`config.mk`:
```
export PLATFORM = sky130hd
export DESIGN_NAME = smartcard_block_frame_engine_top
export DESIGN_NICKNAME = d
export VERILOG_FILES = /design/src/design/sbfe_pkg.sv /design/src/design/sbfe_front.sv /design/src/design/sbfe_queue.sv /design/src/design/sbfe_back.sv /design/src/design/smartcard_block_frame_engine_top.sv
export SDC_FILE = /design/constraint.sdc
export NUM_CORES = 1
export LEC_CHECK = 0
export BUFFER_PORTS_ARGS = -buffer_cell sky130_fd_sc_hd__buf_4
export CAP_MARGIN = 20
export CORE_ASPECT_RATIO = 0.9
export CORE_MARGIN = 2
export CORE_UTILIZATION = 65
export DETAILED_ROUTE_END_ITERATION = 10
export HOLD_SLACK_MARGIN = 0.08
export PLACE_DENSITY = 0.9
export SETUP_SLACK_MARGIN = 0.5
export SYNTH_ARGS = -nofsm -noshare
export SYNTH_HDL_FRONTEND = slang
export SYNTH_SLANG_ARGS = --single-unit
export TNS_END_PERCENT = 20
```
`constraint.sdc`:
```
create_clock -name clk -period 13.3 [get_ports clk]
set_input_delay 0.665 -clock clk [delete_from_list [all_inputs] [get_ports clk]]
set_output_delay 0.665 -clock clk [all_outputs]
set_load 0.01 [all_outputs]
```
`src/design/sbfe_pkg.sv`:
```
package sbfe_pkg;

	// Input word selector carried on s_tuser
	typedef enum logic [1:0] {
		MODE_START   = 2'd0,
		MODE_PAYLOAD = 2'd1,
		MODE_REPLY   = 2'd2,
		MODE_UNUSED  = 2'd3
	} mode_t;

	// Output word kind carried on m_tuser
	typedef enum logic [1:0] {
		KIND_FRAME  = 2'd0,
		KIND_INFO   = 2'd1,
		KIND_REPORT = 2'd2,
		KIND_NONE   = 2'd3
	} kind_t;

	// Report status codes
	localparam logic [2:0] ST_OK        = 3'd0;
	localparam logic [2:0] ST_BAD_ILEN  = 3'd1;
	localparam logic [2:0] ST_BAD_CHECK = 3'd2;
	localparam logic [2:0] ST_BAD_CODE  = 3'd3;
	localparam logic [2:0] ST_BAD_RLEN  = 3'd4;

	// Frame constants
	localparam logic [7:0] NAD_T1     = 8'h21;
	localparam logic [7:0] NAD_TUN    = 8'h01;
	localparam logic [7:0] PCB_SEQ    = 8'h40;
	localparam logic [7:0] CLA_0      = 8'hA0;
	localparam logic [7:0] CLA_1      = 8'hCA;
	localparam logic [7:0] CLA_2      = 8'h00;
	localparam logic [7:0] CLA_3      = 8'h00;
	localparam logic [7:0] CLA_XOR    = CLA_0 ^ CLA_1 ^ CLA_2 ^ CLA_3;
	localparam logic [7:0] ILEN_MIN   = 8'd2;
	localparam logic [7:0] ILEN_MAX   = 8'd249;

	// Byte positions within an outgoing frame
	localparam logic [3:0] POS_NAD    = 4'd0;
	localparam logic [3:0] POS_PCB    = 4'd1;
	localparam logic [3:0] POS_LEN    = 4'd2;
	localparam logic [3:0] POS_CLA0   = 4'd3;
	localparam logic [3:0] POS_CLA1   = 4'd4;
	localparam logic [3:0] POS_CLA2   = 4'd5;
	localparam logic [3:0] POS_CLA3   = 4'd6;
	localparam logic [3:0] POS_LC     = 4'd7;
	localparam logic [3:0] POS_CMD    = 4'd8;
	localparam logic [3:0] POS_DATA   = 4'd9;
	localparam logic [3:0] POS_RLEN   = 4'd10;
	localparam logic [3:0] POS_CHK    = 4'd11;

	// Job queue, depth a power of two
	localparam int QDEPTH = 4;
	localparam int QPTR_W = $clog2(QDEPTH);

	// Job classes handed from front to back
	typedef enum logic [1:0] {
		JOB_START  = 2'd0,
		JOB_BYTE   = 2'd1,
		JOB_INFO   = 2'd2,
		JOB_REPORT = 2'd3
	} job_kind_t;

	typedef struct packed {
		mode_t      mode;
		logic [7:0] command_code;
		logic [7:0] info_length;
		logic [7:0] expected_response;
		logic [7:0] reply_length;
		logic [7:0] data_byte;
	} in_item_t;

	typedef struct packed {
		job_kind_t  kind;
		logic       tail;
		logic       seq;
		logic [7:0] len_byte;
		logic [7:0] lc_byte;
		logic [7:0] cmd;
		logic [7:0] data;
		logic [7:0] rlen;
		logic [7:0] chk;
		logic [2:0] status;
		logic [15:0] status_word;
	} job_t;

endpackage

```
`src/design/sbfe_front.sv`:
```
module sbfe_front import sbfe_pkg::*; (
	input  logic     clk,
	input  logic     arst_n,
	input  logic     tunneled,
	input  logic     in_valid,
	output logic     in_ready,
	input  in_item_t in_item,
	input  logic     full,
	output logic     push,
	output job_t     push_job
);

	logic       seq_q;
	logic [7:0] send_chk_q;
	logic [7:0] pay_left_q;
	logic [7:0] rlen_q;
	logic [7:0] code_q;
	logic [7:0] rx_chk_q;
	logic [8:0] rx_cnt_q;
	logic [7:0] len_field_q;
	logic [7:0] code_seen_q;
	logic [7:0] sw_high_q;
	logic [7:0] sw_low_q;

	logic       acc;
	logic [7:0] ilen;
	logic       ilen_ok;
	logic [7:0] seq_byte;
	logic [7:0] hdr_xor;
	logic [7:0] pay_chk;
	logic [7:0] rx_chk_n;
	logic [7:0] code_seen_n;
	logic       idx_ge3;
	logic       at_sw_high;
	logic       at_sw_low;
	logic       at_end;
	logic [2:0] rx_status;

	assign in_ready = !full;
	assign acc      = in_valid && !full;
	assign ilen     = in_item.info_length;
	assign ilen_ok  = (ilen >= ILEN_MIN) && (ilen <= ILEN_MAX);
	assign seq_byte = seq_q ? PCB_SEQ : 8'h00;

	// XOR of all header bytes of a new frame
	always_comb begin
		if (tunneled) begin
			hdr_xor = NAD_TUN ^ CLA_XOR ^ (ilen + 8'd1) ^ in_item.command_code
				^ (ilen - 8'd2);
		end else begin
			hdr_xor = NAD_T1 ^ seq_byte ^ (ilen + 8'd6) ^ CLA_XOR ^ ilen
				^ in_item.command_code ^ (ilen - 8'd2);
		end
	end

	assign pay_chk = send_chk_q ^ in_item.data_byte;

	// Reply byte bookkeeping
	assign rx_chk_n    = ((rx_cnt_q == 9'd0) ? 8'h00 : rx_chk_q) ^ in_item.data_byte;
	assign code_seen_n = (rx_cnt_q == 9'd3) ? in_item.data_byte : code_seen_q;
	assign idx_ge3     = rx_cnt_q >= 9'd3;
	assign at_sw_high  = idx_ge3 && (rx_cnt_q == {1'b0, len_field_q} + 9'd1);
	assign at_sw_low   = idx_ge3 && (rx_cnt_q == {1'b0, len_field_q} + 9'd2);
	assign at_end      = idx_ge3 && (rx_cnt_q == {1'b0, len_field_q} + 9'd3);

	always_comb begin
		if (rx_chk_n != 8'h00) begin
			rx_status = ST_BAD_CHECK;
		end else if (code_seen_n != code_q) begin
			rx_status = ST_BAD_CODE;
		end else if (len_field_q < 8'd2 || (len_field_q - 8'd2) != rlen_q) begin
			rx_status = ST_BAD_RLEN;
		end else begin
			rx_status = ST_OK;
		end
	end

	// Classify the input word into a job
	always_comb begin
		push     = 1'b0;
		push_job = '0;
		case (in_item.mode)
			MODE_START: begin
				push = acc;
				if (ilen_ok) begin
					push_job.kind     = JOB_START;
					push_job.tail     = (ilen == ILEN_MIN);
					push_job.seq      = seq_q;
					push_job.len_byte = tunneled ? NAD_TUN : (ilen + 8'd6);
					push_job.lc_byte  = tunneled ? (ilen + 8'd1) : ilen;
					push_job.cmd      = in_item.command_code;
					push_job.data     = ilen - 8'd2;
					push_job.rlen     = in_item.reply_length;
					push_job.chk      = hdr_xor ^ in_item.reply_length;
				end else begin
					push_job.kind   = JOB_REPORT;
					push_job.status = ST_BAD_ILEN;
				end
			end
			MODE_PAYLOAD: begin
				push          = acc && (pay_left_q != 8'd0);
				push_job.kind = JOB_BYTE;
				push_job.tail = (pay_left_q == 8'd1);
				push_job.data = in_item.data_byte;
				push_job.rlen = rlen_q;
				push_job.chk  = pay_chk ^ rlen_q;
			end
			MODE_REPLY: begin
				if (at_end) begin
					push            = acc;
					push_job.kind   = JOB_REPORT;
					push_job.status = rx_status;
					if (rx_status == ST_OK) begin
						push_job.status_word = {sw_high_q, sw_low_q};
					end
				end else begin
					push          = acc && idx_ge3;
					push_job.kind = JOB_INFO;
					push_job.data = in_item.data_byte;
				end
			end
			default: begin
				push = 1'b0;
			end
		endcase
	end

	// Advance protocol state on each accepted word
	always_ff @(posedge clk or negedge arst_n) begin
		if (!arst_n) begin
			seq_q       <= 1'b0;
			send_chk_q  <= 8'h00;
			pay_left_q  <= 8'h00;
			rlen_q      <= 8'h00;
			code_q      <= 8'h00;
			rx_chk_q    <= 8'h00;
			rx_cnt_q    <= 9'd0;
			len_field_q <= 8'h00;
			code_seen_q <= 8'h00;
			sw_high_q   <= 8'h00;
			sw_low_q    <= 8'h00;
		end else if (acc) begin
			case (in_item.mode)
				MODE_START: begin
					if (!tunneled) begin
						seq_q <= !seq_q;
					end
					if (ilen_ok) begin
						send_chk_q <= (ilen == ILEN_MIN) ? (hdr_xor ^ in_item.reply_length)
							: hdr_xor;
						pay_left_q <= ilen - 8'd2;
						rlen_q     <= in_item.reply_length;
						code_q     <= in_item.expected_response;
						rx_cnt_q   <= 9'd0;
						rx_chk_q   <= 8'h00;
					end else begin
						pay_left_q <= 8'h00;
					end
				end
				MODE_PAYLOAD: begin
					if (pay_left_q != 8'd0) begin
						send_chk_q <= (pay_left_q == 8'd1) ? (pay_chk ^ rlen_q) : pay_chk;
						pay_left_q <= pay_left_q - 8'd1;
					end
				end
				MODE_REPLY: begin
					rx_chk_q    <= rx_chk_n;
					code_seen_q <= code_seen_n;
					if (rx_cnt_q == 9'd2) begin
						len_field_q <= in_item.data_byte;
					end
					if (at_sw_high) begin
						sw_high_q <= in_item.data_byte;
					end
					if (at_sw_low) begin
						sw_low_q <= in_item.data_byte;
					end
					rx_cnt_q <= at_end ? 9'd0 : (rx_cnt_q + 9'd1);
				end
				default: begin
					seq_q <= seq_q;
				end
			endcase
		end
	end

endmodule

```
`src/design/sbfe_queue.sv`:
```
module sbfe_queue import sbfe_pkg::*; (
	input  logic clk,
	input  logic arst_n,
	input  logic push,
	input  job_t push_job,
	output logic full,
	input  logic pop,
	output logic head_valid,
	output job_t head_job
);

	job_t              slot_q [QDEPTH];
	logic [QPTR_W-1:0] wr_q;
	logic [QPTR_W-1:0] rd_q;
	logic [QPTR_W:0]   cnt_q;

	assign full       = (cnt_q == (QPTR_W+1)'(QDEPTH));
	assign head_valid = (cnt_q != '0);
	assign head_job   = slot_q[rd_q];

	// Hold job payloads
	always_ff @(posedge clk) begin
		if (push) begin
			slot_q[wr_q] <= push_job;
		end
	end

	// Advance pointers and fill count
	always_ff @(posedge clk or negedge arst_n) begin
		if (!arst_n) begin
			wr_q  <= '0;
			rd_q  <= '0;
			cnt_q <= '0;
		end else begin
			if (push) begin
				wr_q <= wr_q + 1'b1;
			end
			if (pop) begin
				rd_q <= rd_q + 1'b1;
			end
			if (push && !pop) begin
				cnt_q <= cnt_q + 1'b1;
			end else if (pop && !push) begin
				cnt_q <= cnt_q - 1'b1;
			end
		end
	end

`ifndef SYNTH
	a_no_push_full: assert property (@(posedge clk) disable iff (!arst_n)
		push |-> !full) else $error("job pushed into full queue");
	a_no_pop_empty: assert property (@(posedge clk) disable iff (!arst_n)
		pop |-> head_valid) else $error("job popped from empty queue");
	a_fill_up: assert property (@(posedge clk) disable iff (!arst_n)
		(push && !pop) |=> cnt_q == $past(cnt_q) + 1'b1)
		else $error("fill count did not rise on push");
	a_fill_hold: assert property (@(posedge clk) disable iff (!arst_n)
		(push == pop) |=> $stable(cnt_q)) else $error("fill count moved without cause");
`endif

endmodule

```
`src/design/sbfe_back.sv`:
```
module sbfe_back import sbfe_pkg::*; (
	input  logic        clk,
	input  logic        arst_n,
	input  logic        head_valid,
	input  job_t        head_job,
	output logic        pop,
	output logic        m_tvalid,
	input  logic        m_tready,
	output logic [31:0] m_tdata,
	output logic [1:0]  m_tuser,
	output logic        m_tlast
);

	logic        started_q;
	logic [3:0]  pos_q;
	logic        m_tvalid_q;
	logic [1:0]  kind_q;
	logic [7:0]  byte_q;
	logic [2:0]  status_q;
	logic [15:0] sw_q;
	logic        last_q;

	logic        load;
	logic        is_frame;
	logic [3:0]  first_pos;
	logic [3:0]  last_pos;
	logic [3:0]  cur_pos;
	logic        is_last;
	logic [7:0]  frame_byte;
	kind_t       kind_n;
	logic [7:0]  byte_n;

	function automatic logic [3:0] tunneled_first(job_t j);
		// A tunneled frame has no PCB byte; the LEN slot carries the node byte
		return (j.len_byte == NAD_TUN && j.lc_byte == j.data + 8'd3) ? POS_LEN : POS_NAD;
	endfunction

	assign is_frame  = (head_job.kind == JOB_START) || (head_job.kind == JOB_BYTE);

	// Where the job's words start and end
	always_comb begin
		case (head_job.kind)
			JOB_START: first_pos = tunneled_first(head_job);
			JOB_BYTE:  first_pos = POS_DATA;
			default:   first_pos = POS_NAD;
		endcase
		if (is_frame) begin
			last_pos = head_job.tail ? POS_CHK : POS_DATA;
		end else begin
			last_pos = POS_NAD;
		end
	end

	assign cur_pos = started_q ? pos_q : first_pos;
	assign is_last = (cur_pos == last_pos);
	assign load    = head_valid && (!m_tvalid_q || m_tready);
	assign pop     = load && is_last;

	// Pick the frame byte at the current position
	always_comb begin
		case (cur_pos)
			POS_NAD:  frame_byte = NAD_T1;
			POS_PCB:  frame_byte = head_job.seq ? PCB_SEQ : 8'h00;
			POS_LEN:  frame_byte = head_job.len_byte;
			POS_CLA0: frame_byte = CLA_0;
			POS_CLA1: frame_byte = CLA_1;
			POS_CLA2: frame_byte = CLA_2;
			POS_CLA3: frame_byte = CLA_3;
			POS_LC:   frame_byte = head_job.lc_byte;
			POS_CMD:  frame_byte = head_job.cmd;
			POS_DATA: frame_byte = head_job.data;
			POS_RLEN: frame_byte = head_job.rlen;
			POS_CHK:  frame_byte = head_job.chk;
			default:  frame_byte = 8'h00;
		endcase
	end

	always_comb begin
		case (head_job.kind)
			JOB_START, JOB_BYTE: begin
				kind_n = KIND_FRAME;
				byte_n = frame_byte;
			end
			JOB_INFO: begin
				kind_n = KIND_INFO;
				byte_n = head_job.data;
			end
			default: begin
				kind_n = KIND_REPORT;
				byte_n = 8'h00;
			end
		endcase
	end

	// Step through the job and fill the output register
	always_ff @(posedge clk or negedge arst_n) begin
		if (!arst_n) begin
			started_q  <= 1'b0;
			pos_q      <= POS_NAD;
			m_tvalid_q <= 1'b0;
			last_q     <= 1'b0;
		end else begin
			if (load) begin
				m_tvalid_q <= 1'b1;
				last_q     <= is_last;
				started_q  <= !is_last;
				pos_q      <= cur_pos + 4'd1;
			end else if (m_tready) begin
				m_tvalid_q <= 1'b0;
			end
		end
	end

	always_ff @(posedge clk) begin
		if (load) begin
			kind_q   <= kind_n;
			byte_q   <= byte_n;
			status_q <= (head_job.kind == JOB_REPORT) ? head_job.status : ST_OK;
			sw_q     <= (head_job.kind == JOB_REPORT) ? head_job.status_word : 16'h0000;
		end
	end

	assign m_tvalid = m_tvalid_q;
	assign m_tuser  = kind_q;
	assign m_tdata  = {5'b0, sw_q, status_q, byte_q};
	assign m_tlast  = last_q;

endmodule

```
`src/design/smartcard_block_frame_engine_top.sv`:
```
// Channel   | Signals                                   | Word
// ----------+-------------------------------------------+----------------------------------
// s (in)    | s_tvalid s_tready s_tdata s_tuser         | one command, payload or reply byte
// m (out)   | m_tvalid m_tready m_tdata m_tuser m_tlast | one frame byte, info byte or report
// apb       | psel penable pwrite paddr pwdata prdata   | register 0: tunneled framing
//
// Input words are taken one per cycle while the four-entry job queue has room.
// Output words leave one per cycle while m_tready is high: a start word expands into
// 8 to 12 frame bytes, so the back end's byte sequencer sets the sustained rate for commands.
// Payload and reply words give at most one output word each (a last payload byte three).
// Reset clears all protocol state at once; no clearing pass is needed.
// Either side may stall alone: the queue and the output register decouple them.
module smartcard_block_frame_engine_top import sbfe_pkg::*; (
	input  logic        clk,
	input  logic        arst_n,
	input  logic        s_tvalid,
	output logic        s_tready,
	input  logic [39:0] s_tdata,   // command_code, info_length, expected_response,
	                               // reply_length, data_byte
	input  logic [1:0]  s_tuser,   // mode
	output logic        m_tvalid,
	input  logic        m_tready,
	output logic [31:0] m_tdata,   // out_byte, status, status_word, zero fill
	output logic [1:0]  m_tuser,   // out_kind
	output logic        m_tlast,
	input  logic        psel,
	input  logic        penable,
	input  logic        pwrite,
	input  logic [2:0]  paddr,
	input  logic [31:0] pwdata,
	output logic [31:0] prdata,
	output logic        pready
);

	logic     tunneled_q;
	in_item_t in_item;
	logic     full;
	logic     push;
	job_t     push_job;
	logic     pop;
	logic     head_valid;
	job_t     head_job;

	// Register port
	assign pready = 1'b1;
	assign prdata = paddr[2] ? 32'h0 : {31'h0, tunneled_q};

	always_ff @(posedge clk or negedge arst_n) begin
		if (!arst_n) begin
			tunneled_q <= 1'b0;
		end else if (psel && penable && pwrite && pready && !paddr[2]) begin
			tunneled_q <= pwdata[0];
		end
	end

	// Unpack the input word
	assign in_item.mode              = mode_t'(s_tuser);
	assign in_item.command_code      = s_tdata[7:0];
	assign in_item.info_length       = s_tdata[15:8];
	assign in_item.expected_response = s_tdata[23:16];
	assign in_item.reply_length      = s_tdata[31:24];
	assign in_item.data_byte         = s_tdata[39:32];

	sbfe_front u_front (
		.clk      (clk),
		.arst_n   (arst_n),
		.tunneled (tunneled_q),
		.in_valid (s_tvalid),
		.in_ready (s_tready),
		.in_item  (in_item),
		.full     (full),
		.push     (push),
		.push_job (push_job)
	);

	sbfe_queue u_queue (
		.clk        (clk),
		.arst_n     (arst_n),
		.push       (push),
		.push_job   (push_job),
		.full       (full),
		.pop        (pop),
		.head_valid (head_valid),
		.head_job   (head_job)
	);

	sbfe_back u_back (
		.clk        (clk),
		.arst_n     (arst_n),
		.head_valid (head_valid),
		.head_job   (head_job),
		.pop        (pop),
		.m_tvalid   (m_tvalid),
		.m_tready   (m_tready),
		.m_tdata    (m_tdata),
		.m_tuser    (m_tuser),
		.m_tlast    (m_tlast)
	);

endmodule
```
### Word-level counts from Yosys, hierarchy flattened

Memories as Yosys holds them, arrays and structs flattened.
Cells that the tools add are included.

* flip-flop bits (word level): 126
* latch bits: 0
* RAM bits: 284
* ROM bits: 0
* input port bits: 84
* output and inout bits: 70
* word-level logic and storage cells: 187
* memories kept: 1

* $add $sub $neg: 15
* $mul: 0
* div/mod/pow operators: 0
* $lt $le $gt $ge: 4
* equal/unequal tests: 29
* shift operators: 0
* muxes and demuxes: 54
* bitwise operators: 14
* reductions and logical operators: 47

Memory list
* u_queue.slot_q: depth 4, width 71, rd ports 1, clocked after Yosys merged registers in 0, wr ports 1, line sbfe_queue.sv:12 `job_t slot_q [QDEPTH];`

Operators by type and width (number)
* $mux 8: 13
* $pmux 8 s10: 1
* $xor 8x8->8: 10
* $pmux 8 s2: 4
* $mux 50: 1
* $mux 16: 2
* $pmux 16 s2: 1
* $eq 9x9->1: 3
* $mux 25: 1
* $pmux 8 s3: 1
* $reduce_and 3->1: 7
* $mux 19: 1
* $add 8x2->9 const B: 2
* $eq 9x2->1 const B: 2
* $mux 9: 2
* $pmux 9 s2: 1
* $eq 4x4->1 const B: 4
* $eq 8x1->1 const B: 2
* $ne 8x8->1: 2
* $reduce_bool 8->1: 2
* $sub 8x2->8 const B: 2
* $logic_and 1x1->1: 15
* $mux 3: 5
* $mux 7: 2
* 48 further kinds: 77

### Depth between registers and ports, before layout

Gate-level depths: netlist (run 1).

* word-level depth: 12
* depth in mapped cells: 20
* depth with buffers taken out: 16

### Cells and area by module

A second synthesis (run 1) with hierarchy kept.

* cell total of the unflattened synthesis: 1475
* area, all modules: 20171.8 um2

Modules (own cells, without submodules)
* sbfe_queue: times used 1, cells each 405, area each 10714.0 um2
* sbfe_front: times used 1, cells each 804, area each 6850.3 um2
* sbfe_back: times used 1, cells each 228, area each 2306.0 um2
* smartcard_block_frame_engine_top: times used 1, cells each 38, area each 301.5 um2

### Worst setup path after synthesis (run 1)

Ideal clock, no wire load.

* path type: in2reg
* start point: input port s_tuser[1]
* end point: memory u_queue.slot_q[0][0] in the netlist's numbering (enable)
* setup time: 509 ps
* arrival: 4617 ps
* required time: 12791 ps
* slack: 8174 ps
* cell stages on the path: 6
* cells stage by stage: inv_1 nor2_1 o311ai_0 and2_0 clkbuf_1 nor2b_1

* word-level cells in the longest chain between the ends: 4

Ends and longest elaborated chain
* from (decl): line smartcard_block_frame_engine_top.sv:20 `input logic [1:0] s_tuser,`
* $eq 2x2->1 (tied with other cells): line sbfe_front.sv:82 `case (in_item.mode)`
* $pmux 1 s3 (*): line sbfe_front.sv:82
* $mux 1 (*): line sbfe_queue.sv:23 `if (push) begin`
* $mux 1 (implied by the code) (*): line sbfe_queue.sv:24 `slot_q[wr_q] <= push_job;`
* to (decl): line sbfe_queue.sv:12

Mark *: on every way between the ends. The rest lies on a longest branch, timed or not.

### Worst setup path in the final report (run 1)

* start point: register u_queue.rd_q[0]
* end point: register u_back.byte_q[6], data pin

* word-level cells in the longest chain between the ends: 10

Ends and longest elaborated chain
* from (decl): line sbfe_queue.sv:14 `logic [QPTR_W-1:0] rd_q;`
* from (signal assigned): line sbfe_queue.sv:39 `rd_q <= rd_q + 1'b1;`
* $mem_v2 4x71 (*)
* $add 8x2->8: line sbfe_back.sv:35 `return (j.len_byte == NAD_TUN && j.lc_byte == j.data + 8'd3) ? POS_LEN : POS_NAD;`
* $eq 8x8->1: line sbfe_back.sv:35
* $logic_and 1x1->1: line sbfe_back.sv:35
* $mux 2: line sbfe_back.sv:35
* $pmux 4 s2: line sbfe_back.sv:42 `case (head_job.kind)`
* $mux 4: line sbfe_back.sv:54 `assign cur_pos = started_q ? pos_q : first_pos;`
* $eq 4x4->1 (tied with other cells): line sbfe_back.sv:61 `case (cur_pos)`
* $pmux 8 s10: line sbfe_back.sv:61
* $pmux 8 s2 (*): line sbfe_back.sv:79 `case (head_job.kind)`
* via u_back.byte_n[6]: line sbfe_back.sv:31 `logic [7:0] byte_n;`
* to (signal assigned): line sbfe_back.sv:117 `byte_q <= byte_n;`
* to (decl): line sbfe_back.sv:18 `logic [7:0] byte_q;`

Mark *: on every way through the listed nets, which the timed path passes. The rest lies on a longest branch.
A chain may end at the register's enable or synchronous reset.

==> results.md, run 1 <==
- Synth Cell Area: between 0.02 and 0.025 mm²
- Cells after synthesis: 1557
- Post-synth EDFFs: between 300 and 400
- Post-CTS setup buffer count: 0
- Peak VDD IR: between 0.1 and 0.15 mV
- Skew-Pair Late Insertion Delay: roughly 0.56 ns
- Clock buffer depth: 3
- Design area: 0.0224 mm²
- Die X-Extent: 190 µm
- Post-route ant nets: 0
- Worst r2r src: u_queue.rd_q[0]
- Final hold violation count: 0
- CP endpoint kind: flop
- Area growth syn-to-layout: 10.2%
- Final setup violation count: 0
- Max Freq: around 170 MHz
- CTS-repair resized insts: 0
- Global Route Usage Sum: 0.322
- Power per cell area: 205 mW/mm²
- GRT overflow: 0
- Sw Ratio: 0.355
- Hold WC Path Type: input pin to async pin
- Net Switching: about 1.6 mW
- TritonCTS buffer count: 41
- Slew HR: 0.225
- Die H: roughly 170 µm
- Synth warn: 0
- Yosys reg bits: 410
- Routed vias/inst: about 6.9
- Kind of critical path: flop to flop
- WL per Instance: 25.3 µm
- I/O Pins: about 150
- Worst Path Required: 13.71 ns
- Cell at the root of the clock tree: clkbuf_16
- Initial antenna violation count: 0
- Syn_area_per_cell: around 13 µm²
- Vias in the first global route: between 10000 and 15000
- Clock skew: between 0.01 and 0.015 ns
- # hold bufs at CTS: 0
- CORE AREA: between 0.03 and 0.04 mm²
- Drt first pass iters: 6
- Combinational Power Share: 0.339
- Reg-to-reg endpoint: u_back.byte_q[6]
- Critical path fanouts, max: 27
- Crit start category: flop
- Seq pwr share: 0.416
- Arrival time worst endpoint: 6.29 ns
- Sequential fraction of the synthesis area: 0.583
- Initial DRC count: 1982
- Final worst slack: ~7.4 ns
- R2R depth: 15
- Clk sinks: ~400
- P_int: 2.96 mW
- First-pass GRT wire length: between 70000 and 80000 µm
- Setup TNS: 0 ns
- Pleak: just over 8 nW
- RePlAce Congestion: around 0.9
- Worst Setup SP: u_queue.rd_q[0]
- Pre-CTS setup slack: around 8 ns
- Nets: 1718
- Worst R2R Setup Slack: between 7 and 8 ns
- H-tree depth: 2
- Synth unique cells: 88
- Clk slew on worst S/H paths: ~0.06 ns
- Clock power frac: 0.245
- Final period utilization: 0.443
- Fraction of layout cells with a size suffix above 1: 0.189
- Ys flop type: edfxtp_1
- ANT cells: 0
- Largest net degree at the start of global routing: 72
- # port buffers: slightly above 80
- Slew Viols, Final: 0
- Placed Area: between 0.02 and 0.025 mm²
- MaxCap Viol Count: 0
- Final core occ: 0.725
- Final HPWL DP: 32200 µm
- Ys async rst share: 0.237
- Via count: 14035
- RSZ-0062 raised after global routing: no
- Status: finished clean
- Worst slew pin tran: 1.16 ns
- Min cycle time layout: slightly below 6 ns
- Drt drc: 0
- CTS tree: done
- Die footprint: 0.0326 mm²
- FP Rows: between 60 and 70
- Starting Density: 0.658
- WL final: between 50000 and 60000 µm
## metal layers
metal | track usage | share of wire | wire [µm]
met5 | 0 | 0 | 0
met4 | 0.140 | 0.047 | 2440
met3 | 0.0614 | 0.11 | 5740
met2 | 0.513 | 0.47 | 24300
met1 | 0.441 | 0.37 | 19200
## cell usage in the layout (no fill, tap or decap), drive strengths merged, types with 8 or more instances in the layout
cell / n
clkbuf: 57
a22oi: 28
conb: 37
nand2: 117
nand4: 12
edfxtp: 313
a22o: 12
o22ai: 13
and2: 22
o21ai: 92
and3: 42
xor2: 45
buf: 103
xnor2: 68
a21oi: 38
a31oi: 14
nor2: 74
mux4: 71
nor4b: 11
dfrtp: 97
ha: 28
nor3: 36
clkinv: 16
nor4: 15
a21o: 8
or3: 12
nand3: 31
mux2: 34
inv: 48
nor2b: 25
## cell usage after synthesis, drive strengths merged (14+ instances only)
library cell  number  area [µm²]
nor4              15        93.8
mux4              71        1600
buf               68         453
a22oi             28         210
and3              42         264
inv               47         176
nor2b             25         156
edfxtp           313        9400
o21ai             92         460
a21oi             38         190
nand3             31         155
and2              22         158
mux2              34         383
nand2            117         439
clkbuf            65         245
a31oi             14        87.6
nor2              74         280
ha                28         350
dfrtp             97        2430
xor2              45         394
nor3              36         180
xnor2             68         596
## cell type report
| cell class | instances | area, µm² |
|---|---|---|
| Inverter | 48 | 180 |
| Tap cell | 409 | 512 |
| Sequential cell | 410 | 11800 |
| Fill cell | 1883 | 8480 |
| Clock inverter | 19 | 181 |
| Clock buffer | 57 | 1130 |
| Timing Repair Buffer | 103 | 777 |
| Multi-Input combinational cell | 1001 | 7740 |
## logic make-up after synthesis
group / Yosys count / synth area share
AND/OR/NAND/NOR: 430 / 0.111
flip-flops: 410 / 0.583
AO/OA/AOI/OAI: 277 / 0.0894
buffers and inverters: 181 / 0.0433
XOR/XNOR: 117 / 0.0533
multiplexers: 111 / 0.101
adder cells (fa/ha/maj): 29 / 0.0183
other: 2 / 0.000370
## power by group through the flow
stage          sequential [mW]  clock, mW  combinational [mW]
6_report                  1.91       1.12                1.55
5_1_grt                   1.93       1.17                1.67
4_1_cts                   1.90       1.12                1.53
3_5_place_dp              1.91          0                1.49
3_3_place_gp              1.89          0                1.44
2_1_floorplan             1.84          0                1.12
## how the worst max path moves through the flow
| stage | endpoint | slack, ns |
|---|---|---|
| global placement | u_back.byte_q[1] | 7.94 |
| CTS | u_back.byte_q[6] | 7.62 |
| finish | u_back.byte_q[6] | 7.41 |
| floorplan | u_queue.slot_q[0][0] | 8.17 |
| detailed placement | u_back.byte_q[1] | 7.81 |
| global route | u_back.byte_q[3] | 7.30 |
## sequential cells by signal, indices dropped and copies added, names as in the netlist, 2 cells and up
| name | cells |
|---|---|
| u_back.byte_q | 8 |
| u_queue.cnt_q | 3 |
| u_front.rx_cnt_q | 9 |
| u_front.len_field_q | 8 |
| u_front.pay_left_q | 8 |
| u_front.code_q | 8 |
| u_front.rx_chk_q | 8 |
| u_queue.slot_q | 284 |
| u_back.sw_q | 16 |
| u_queue.wr_q | 2 |
| u_back.m_tuser | 2 |
| u_front.rlen_q | 8 |
| u_front.code_seen_q | 8 |
| u_back.status_q | 3 |
| u_queue.rd_q | 2 |
| u_front.sw_high_q | 8 |
| u_front.sw_low_q | 8 |
| u_back.pos_q | 4 |
| u_front.send_chk_q | 8 |
## critical path: stages (launching register included)
cell	delay, ns
dfrtp_4	0.74
buf_4	0.57
mux4_2	0.57
buf_4	0.25
nor4b_1	0.46
nand2_1	0.14
o31a_1	0.36
or2_0	0.38
nor2_2	0.24
ha_1	0.32
nor3b_1	0.95
nand2_1	0.13
o211ai_1	0.14
a21oi_1	0.09
a21oi_1	0.20
a21o_1	0.17
## per-stage QoR
step	hold WS, ns	power, mW	std cells
after floorplan	0.369	2.97	1592
after global placement	0.466	3.33	1968
after detailed placement	0.480	3.41	1968
after CTS	0.0945	4.55	2044
after global routing	0.0916	4.77	2047
final	0.0590	4.58	2047
No activity file was read; power rests on OpenSTA's default activity.
==> run 2, diff against run 1 <==
--- a/config.mk
+++ b/config.mk
@@ -9,10 +9,10 @@
 export CAP_MARGIN = 20
 export CORE_ASPECT_RATIO = 0.9
 export CORE_MARGIN = 2
-export CORE_UTILIZATION = 65
+export CORE_UTILIZATION = 61
 export DETAILED_ROUTE_END_ITERATION = 10
 export HOLD_SLACK_MARGIN = 0.08
-export PLACE_DENSITY = 0.9
+export PLACE_DENSITY = 0.86
 export SETUP_SLACK_MARGIN = 0.5
 export SYNTH_ARGS = -nofsm -noshare
 export SYNTH_HDL_FRONTEND = slang
==> constraint.sdc (replaced) <==
create_clock -name clk -period 6 [get_ports clk]
set_input_delay 0.3 -clock clk [delete_from_list [all_inputs] [get_ports clk]]
set_output_delay 0.3 -clock clk [all_outputs]
set_load 0.01 [all_outputs]
==> run 2 against run 1 <==
Total power increased by 120%; sequential share of layout area decreased by 0.67 points; highest routed layer unchanged; flip-flop and latch count did not move; routed wire length increased by 0.25%; critical path depth shrank 2; maximum frequency increased by 16%.
==> results.md, run 2 (synthesis results as in run 1) <==
- Die X-Extent: 196 µm (+3.2%)
- GRT overflow: 0 (unchanged)
- Final setup violation count: 0 (unchanged)
- Design area: 0.0226 mm² (+1.3%)
- Most common cell after layout, fill and taps aside: edfxtp_1
- Peak VDD IR: 0.255 mV (+94%)
- Skew-Pair Late Insertion Delay: 0.55 ns (about the same)
- Slew Viols, Final: 0 (unchanged)
- Power per cell area: 450 mW/mm² (+120%)
- Min cycle time layout: 5.06 ns (-0.825 ns)
- Worst slew pin tran: 1.08 ns (-0.0825 ns)
- First-pass GRT wire length: 79800 µm (+1.1%)
- Clock skew: 0.0247 ns (+0.0103 ns)
- Initial antenna violation count: 0 (unchanged)
- Pleak: 8.43 nW (+1.5%)
- Worst Path Required: 6.30 ns (-7.41 ns)
- Drt drc: 0 (unchanged)
- RePlAce Congestion: 0.931 (+3.8%)
- Status: finished clean
- Global Route Usage Sum: 0.305 (-0.0173)
- Critical path fanouts, max: 23 (-15%)
- Cell at the root of the clock tree: clkbuf_16
- Die H: 177 µm (+3.2%)
- Placed Area: 0.0211 mm² (+0.42%)
- WL per Instance: 24.9 µm (-1.5%)
- Area growth syn-to-layout: 11.6%
- Regs by FF count: u_queue.slot_q x284, u_back.sw_q x16, u_front.rx_cnt_q x9
- TritonCTS buffer count: 41 (unchanged)
- CP endpoint kind: flop
- Hold WC Path Type: input pin to flop
- CTS tree: done
- Starting Density: 0.617 (-0.0407)
- ANT cells: 0 (unchanged)
- Drt first pass iters: 6 (unchanged)
- Die footprint: 0.0347 mm² (+6.4%)
- Crit start category: flop
- Fraction of layout cells with a size suffix above 1: 0.189 (-0.000326)
- Initial DRC count: 1482 (-25%)
- Largest net degree at the start of global routing: 72 (unchanged)
- Post-route ant nets: 0 (unchanged)
- I/O Pins: 154 (unchanged)
- Routed vias/inst: 6.61 (-3.7%)
- Power Total: 10.2 mW (+120%)
- Kind of critical path: flop to flop
- Final period utilization: 0.844 (+0.401)
- Arrival time worst endpoint: 5.36 ns (-0.93 ns)
- Final hold violation count: 0 (unchanged)
- FP Rows: 63 (+3.3%)
- Hold Slack: 0.120 ns (+0.0610 ns)
- H-tree depth: 2 (unchanged)
- Most flop-heavy register: u_queue.slot_q
- Via count: 13766 (-1.9%)
- Clock buffer depth: 3 (unchanged)
- Final HPWL DP: 33900 µm (+5.3%)
- Setup TNS: 0 ns (unchanged)
- Final core occ: 0.689 (-0.0361)
- Clk sinks: 410 (unchanged)
- CORE AREA: 0.0329 mm² (+6.6%)
- Nets: 1743 (+1.5%)
- Commonest non-fill, non-tap cells in the layout: edfxtp_1, nand2_1, buf_4, dfrtp_1, o21ai_0
- WL final: 51800 µm (+0.25%)
- MaxCap Viol Count: 0 (unchanged)
- Max reg flops: 284 (unchanged)
- Post-CTS setup buffer count: 0 (unchanged)
- Slew HR: 0.280 (+0.0550)
- RSZ-0062 raised after global routing: no
- Max Freq: 198 MHz (+16%)
- # port buffers: 83 (unchanged)
- Clk slew on worst S/H paths: 0.06 ns (about the same)
- Vias in the first global route: 13395 (-0.98%)
==> run 2: layer usage <==
| layer | up-vias | wire, µm | global-route usage |
|---|---|---|---|
| met5 | - | 0 | 0 |
| met4 | 0 | 1880 | 0.111 |
| met3 | 142 | 5000 | 0.0537 |
| met2 | 853 | 25100 | 0.501 |
| met1 | 6821 | 19900 | 0.415 |
| li1 | 5950 | - | - |
==> run 2: path summary, 6_finish.rpt <==
path	start	to	slack [ns]	cells past startpoint
worst max-delay path	u_queue.rd_q[0]	u_back.byte_q[7]	0.94	13
worst min-delay path	s_tdata[35]	u_front.sw_high_q[3]	0.12	2
max in group asynchronous	arst_n	u_front.len_field_q[2]	4.42	3
min in group asynchronous	arst_n	u_back.pos_q[2]	0.24	2
worst max register to register	u_queue.rd_q[0]	u_back.byte_q[7]	0.94	13
worst min register to register	u_front.code_seen_q[7]	u_front.code_seen_q[7]	0.49	2
==> run 2: power breakdown <==
part	internal, mW	switching (mW)
sequential	3.73	0.509
combinational	1.48	1.91
clock	1.47	1.10
==> run 2: critical path: stages (launching register included) <==
cell and delay, ns:
dfrtp_4 0.74, buf_4 0.32, mux4_2 0.64, xor2_1 0.22
xor2_1 0.15, a31oi_1 0.39, or2_0 0.43, nor2_2 0.12
ha_1 0.37, o41ai_1 0.38, o21ai_0 0.13, nand2b_1 0.34
o21bai_1 0.28, a21o_1 0.25
==> run 2: metrics by stage <==
stage | worst slack [ns] | instances
floorplan | 0.888 | 1592
global placement | 1.11 | 1989
detailed placement | 1.03 | 1989
CTS | 0.981 | 2082
global route | 0.682 | 2084
finish | 0.938 | 2084
==> run 2: cell type report <==
type / count / area, µm²
clock buffer: 52 / 1090
clock inverter: 23 / 249
fill: 2129 / 10200
inverter: 48 / 180
multi-input combinational: 1001 / 7740
sequential: 410 / 11800
tap: 422 / 528
timing repair buffer: 128 / 1020
==> run 2: repair_timing <==
item,CTS,global route
endpoints found under the hold margin,44,0
gates resized for setup,0,0
hold buffers,18,0
==> run 3, diff against run 2 <==
--- a/config.mk
+++ b/config.mk
@@ -5,6 +5,7 @@
 export SDC_FILE = /design/constraint.sdc
 export NUM_CORES = 1
 export LEC_CHECK = 0
+export ABC_AREA = 1
 export BUFFER_PORTS_ARGS = -buffer_cell sky130_fd_sc_hd__buf_4
 export CAP_MARGIN = 20
 export CORE_ASPECT_RATIO = 0.9
==> constraint.sdc (replaced) <==
create_clock -name clk -period 5.2 [get_ports clk]
set_input_delay 0.26 -clock clk [delete_from_list [all_inputs] [get_ports clk]]
set_output_delay 0.26 -clock clk [all_outputs]
set_load 0.01 [all_outputs]
==> run 3 against run 2 <==
Combinational power up 26%; sequential power up 12%; global-route usage down 1.4 points; via count up 10%; synthesized cell count up 30%; worst hold slack worse by 0.015 ns; first-iteration DRC count up 34%; critical path type unchanged; largest cell class unchanged; largest power group unchanged.
==> results.md, run 3 <==
- Via count: 15144 (+10%)
- Cells after synthesis: 2023 (+30%)
- Arrival time worst endpoint: 4.70 ns (-0.66 ns)
- Final HPWL DP: 32700 µm (-3.4%)
- # port buffers: 83 (unchanged)
- Starting Density: 0.623 (+0.00631)
- Ys async rst share: 0.237 (unchanged)
- Clock power frac: 0.237 (-0.015)
- Skew-Pair Late Insertion Delay: 0.56 ns (about the same)
- Slew Viols, Final: 0 (unchanged)
- GRT overflow: 0 (unchanged)
- Crit start category: flop
- Clk slew on worst S/H paths: 0.06 ns (about the same)
- ANT cells: 0 (unchanged)
- Power per cell area: 527 mW/mm² (+17%)
- FP Rows: 62 (-1.6%)
- I/O Pins: 154 (unchanged)
- Critical path fanouts, max: 110 (+380%)
- First-pass GRT wire length: 77300 µm (-3.1%)
- Setup TNS: 0 ns (unchanged)
- Hold WC Path Type: input pin to flop
- Sequential fraction of the synthesis area: 0.591 (+0.00766)
- Most frequent cells after synthesis: nand2_1, edfxtp_1, nor2_1
- Net Switching: 4.54 mW (+29%)
- Post-synth EDFFs: 313 (unchanged)
- Cell at the root of the clock tree: clkbuf_16
- Routed vias/inst: 5.92 (-10%)
- CTS tree: done
- Ys flop type: edfxtp_1
- Area leader, netlist: edfxtp_1
- Die footprint: 0.0343 mm² (-1.3%)
- Clock skew: 0.0173 ns (-0.00739 ns)
- Worst Path Required: 5.62 ns (-0.68 ns)
- Synth warn: 0 (unchanged)
- Syn_area_per_cell: 9.89 µm² (-24%)
- Initial DRC count: 1993 (+34%)
- Clk sinks: 410 (unchanged)
- Synth area leaders: edfxtp_1, dfrtp_1, nand2_1
- Combinational Power Share: 0.361 (+0.029)
- P_int: 7.27 mW (+8.7%)
- Final hold violation count: 0 (unchanged)
- Status: finished clean
- Max reg flops: 284 (unchanged)
- Vias in the first global route: 14171 (+5.8%)
- Initial antenna violation count: 0 (unchanged)
- Synth unique cells: 55 (-38%)
- TritonCTS buffer count: 40 (-2.4%)
- Worst slew pin tran: 1.00 ns (-0.0770 ns)
- Sw Ratio: 0.384 (+0.0396)
- MaxCap Viol Count: 0 (unchanged)
- Final period utilization: 0.823 (-0.0205)
- Top cell type's share of synthesized area: 0.470 (+0.00608)
- Clock buffer depth: 3 (unchanged)
- Min cycle time layout: 4.28 ns (-0.781 ns)
- Drt first pass iters: 5 (-1)
- Drt drc: 0 (unchanged)
- Most common cell after layout, fill and taps aside: nand2_1
- Final setup violation count: 0 (unchanged)
- RePlAce Congestion: 0.948 (+1.8%)
- Fraction of layout cells with a size suffix above 1: 0.106 (-0.0833)
- Peak VDD IR: 0.326 mV (+28%)
- Pleak: 9.02 nW (+6.9%)
- Nets: 2223 (+28%)
- RSZ-0062 raised after global routing: no
- Regs by FF count: u_queue.slot_q x284, u_back.sw_q x16, u_front.rx_cnt_q x9
- CORE AREA: 0.0321 mm² (-2.3%)
- CP endpoint kind: flop
- H-tree depth: 2 (unchanged)
- Top-count cell post-synth: nand2_1
- Synth Cell Area: 0.0200 mm² (-1.3%)
- Slew HR: 0.324 (+0.0443)
- Largest net degree at the start of global routing: 111 (+54%)
- Max Freq: 234 MHz (+18%)
- Final core occ: 0.697 (+0.00870)
- WL per Instance: 19.6 µm (-21%)
- Seq pwr share: 0.402 (-0.013)
- Kind of critical path: flop to flop
- WL final: 50000 µm (-3.6%)
- Most flop-heavy register: u_queue.slot_q
- Yosys reg bits: 410 (unchanged)
- Post-route ant nets: 0 (unchanged)
- Commonest non-fill, non-tap cells in the layout: nand2_1, edfxtp_1, nor2_1, o21ai_0, inv_1
- Global Route Usage Sum: 0.291 (-0.0141)
- Area growth syn-to-layout: 11.9%
- Die X-Extent: 195 µm (-0.64%)
- Die H: 176 µm (-0.64%)
## run 3: cell types whose count changed after synthesis, sizes merged, moves of 26 or more
| cell | previous run | this run |
|---|---|---|
| nand2 | 117 | 444 |
| nor2 | 74 | 267 |
| o21ai | 92 | 209 |
| inv | 47 | 141 |
| nand3 | 31 | 103 |
| mux4 | 71 | 0 |
| and3 | 42 | 1 |
| xnor2 | 68 | 27 |
| xor2 | 45 | 83 |
| clkbuf | 65 | 32 |
| mux2 | 34 | 4 |
| a21oi | 38 | 65 |
| a22oi | 28 | 2 |
| o22ai | 13 | 39 |
## run 3: what timing repair did
action,in CTS,in global routing
setup buffers,0,1
hold endpoints to repair,75,0
endpoints found under the setup margin,0,6
gates resized for setup,0,1
hold buffers,23,0
## run 3: metal layers
metal | part of all wire | track usage | wire [µm] | vias to the layer above
li1 | - | - | - | 6956
met1 | 0.40 | 0.419 | 20200 | 7227
met2 | 0.46 | 0.456 | 22800 | 841
met3 | 0.11 | 0.0505 | 5410 | 120
met4 | 0.030 | 0.0903 | 1500 | 0
met5 | 0 | 0 | 0 | -
## run 3: worst paths after layout
check | start | to | slack [ns] | cells after the start
hold / removal | s_tdata[33] | u_front.rx_chk_q[1] | 0.10 | 3
setup / recovery | u_queue.rd_q[0] | u_back.byte_q[5] | 0.92 | 22
hold reg to reg | u_back.m_tlast | u_back.m_tlast | 0.48 | 2
setup reg to reg | u_queue.rd_q[0] | u_back.byte_q[5] | 0.92 | 22
max in group asynchronous | arst_n | u_queue.rd_q[0] | 3.73 | 3
min in group asynchronous | arst_n | u_front.code_q[0] | 0.30 | 2
## run 3: cell families (layout without fill, tap and decap cells)
logic type | after synthesis | count (layout) | synth area share
buffers and inverters | 260 | 342 | 0.0613
AOI/OAI and AO/OA | 348 | 348 | 0.0951
xor gates and xnor gates | 110 | 110 | 0.0481
DFF | 410 | 410 | 0.591
muxes | 4 | 4 | 0.00225
adders and majority gates | 29 | 29 | 0.0185
other | 2 | 37 | 0.000375
and+or+nand+nor | 860 | 860 | 0.184
## run 3: through the flow
step | cell area (µm²) | setup slack, ns | hold slack, ns | total power [mW] | instances
2_1_floorplan | 20100 | 0.138 | -0.0356 | 7.60 | 2058
3_3_place_gp | 20900 | 1.04 | 0.339 | 8.73 | 2460
3_5_place_dp | 20900 | 0.951 | 0.343 | 8.90 | 2460
4_1_cts | 22400 | 0.905 | 0.0931 | 11.7 | 2555
5_1_grt | 22400 | 0.520 | 0.0907 | 12.5 | 2556
6_report | 22400 | 0.920 | 0.105 | 11.8 | 2556
## run 3: power groups by stage
| stage | sequential [mW] | clock, mW | combinational, mW |
|---|---|---|---|
| 2_1_floorplan | 4.74 | 0 | 2.86 |
| 3_3_place_gp | 4.76 | 0 | 3.97 |
| 3_5_place_dp | 4.81 | 0 | 4.10 |
| 4_1_cts | 4.75 | 2.82 | 4.16 |
| 5_1_grt | 4.80 | 2.96 | 4.70 |
| 6_report | 4.74 | 2.80 | 4.26 |
## run 3: layout make-up
type | instances | area [µm²]
Fill cell | 2265 | 9720
Tap cell | 416 | 520
Sequential cell | 410 | 11800
Multi-Input combinational cell | 1388 | 7140
Clock inverter | 21 | 209
Timing Repair Buffer | 125 | 1100
Clock buffer | 51 | 1050
Inverter | 145 | 547
## run 3: critical path, stage by stage, from the launching register on
cell	delay, ns
dfrtp_4	0.62
buf_16	0.38
nand2_1	0.09
nand3_1	0.10
nand2_1	0.18
ha_1	0.36
nor2_1	0.06
nor2_1	0.08
nand2_1	0.06
nor2_1	0.11
nand2_1	0.08
nor2_1	0.14
nand4_1	0.18
nand2_1	0.20
ha_1	0.21
inv_1	0.07
nor3_1	0.34
inv_1	0.19
o21ai_0	0.22
a21oi_1	0.07
nand3_1	0.17
nand2_1	0.08
nand2_1	0.07
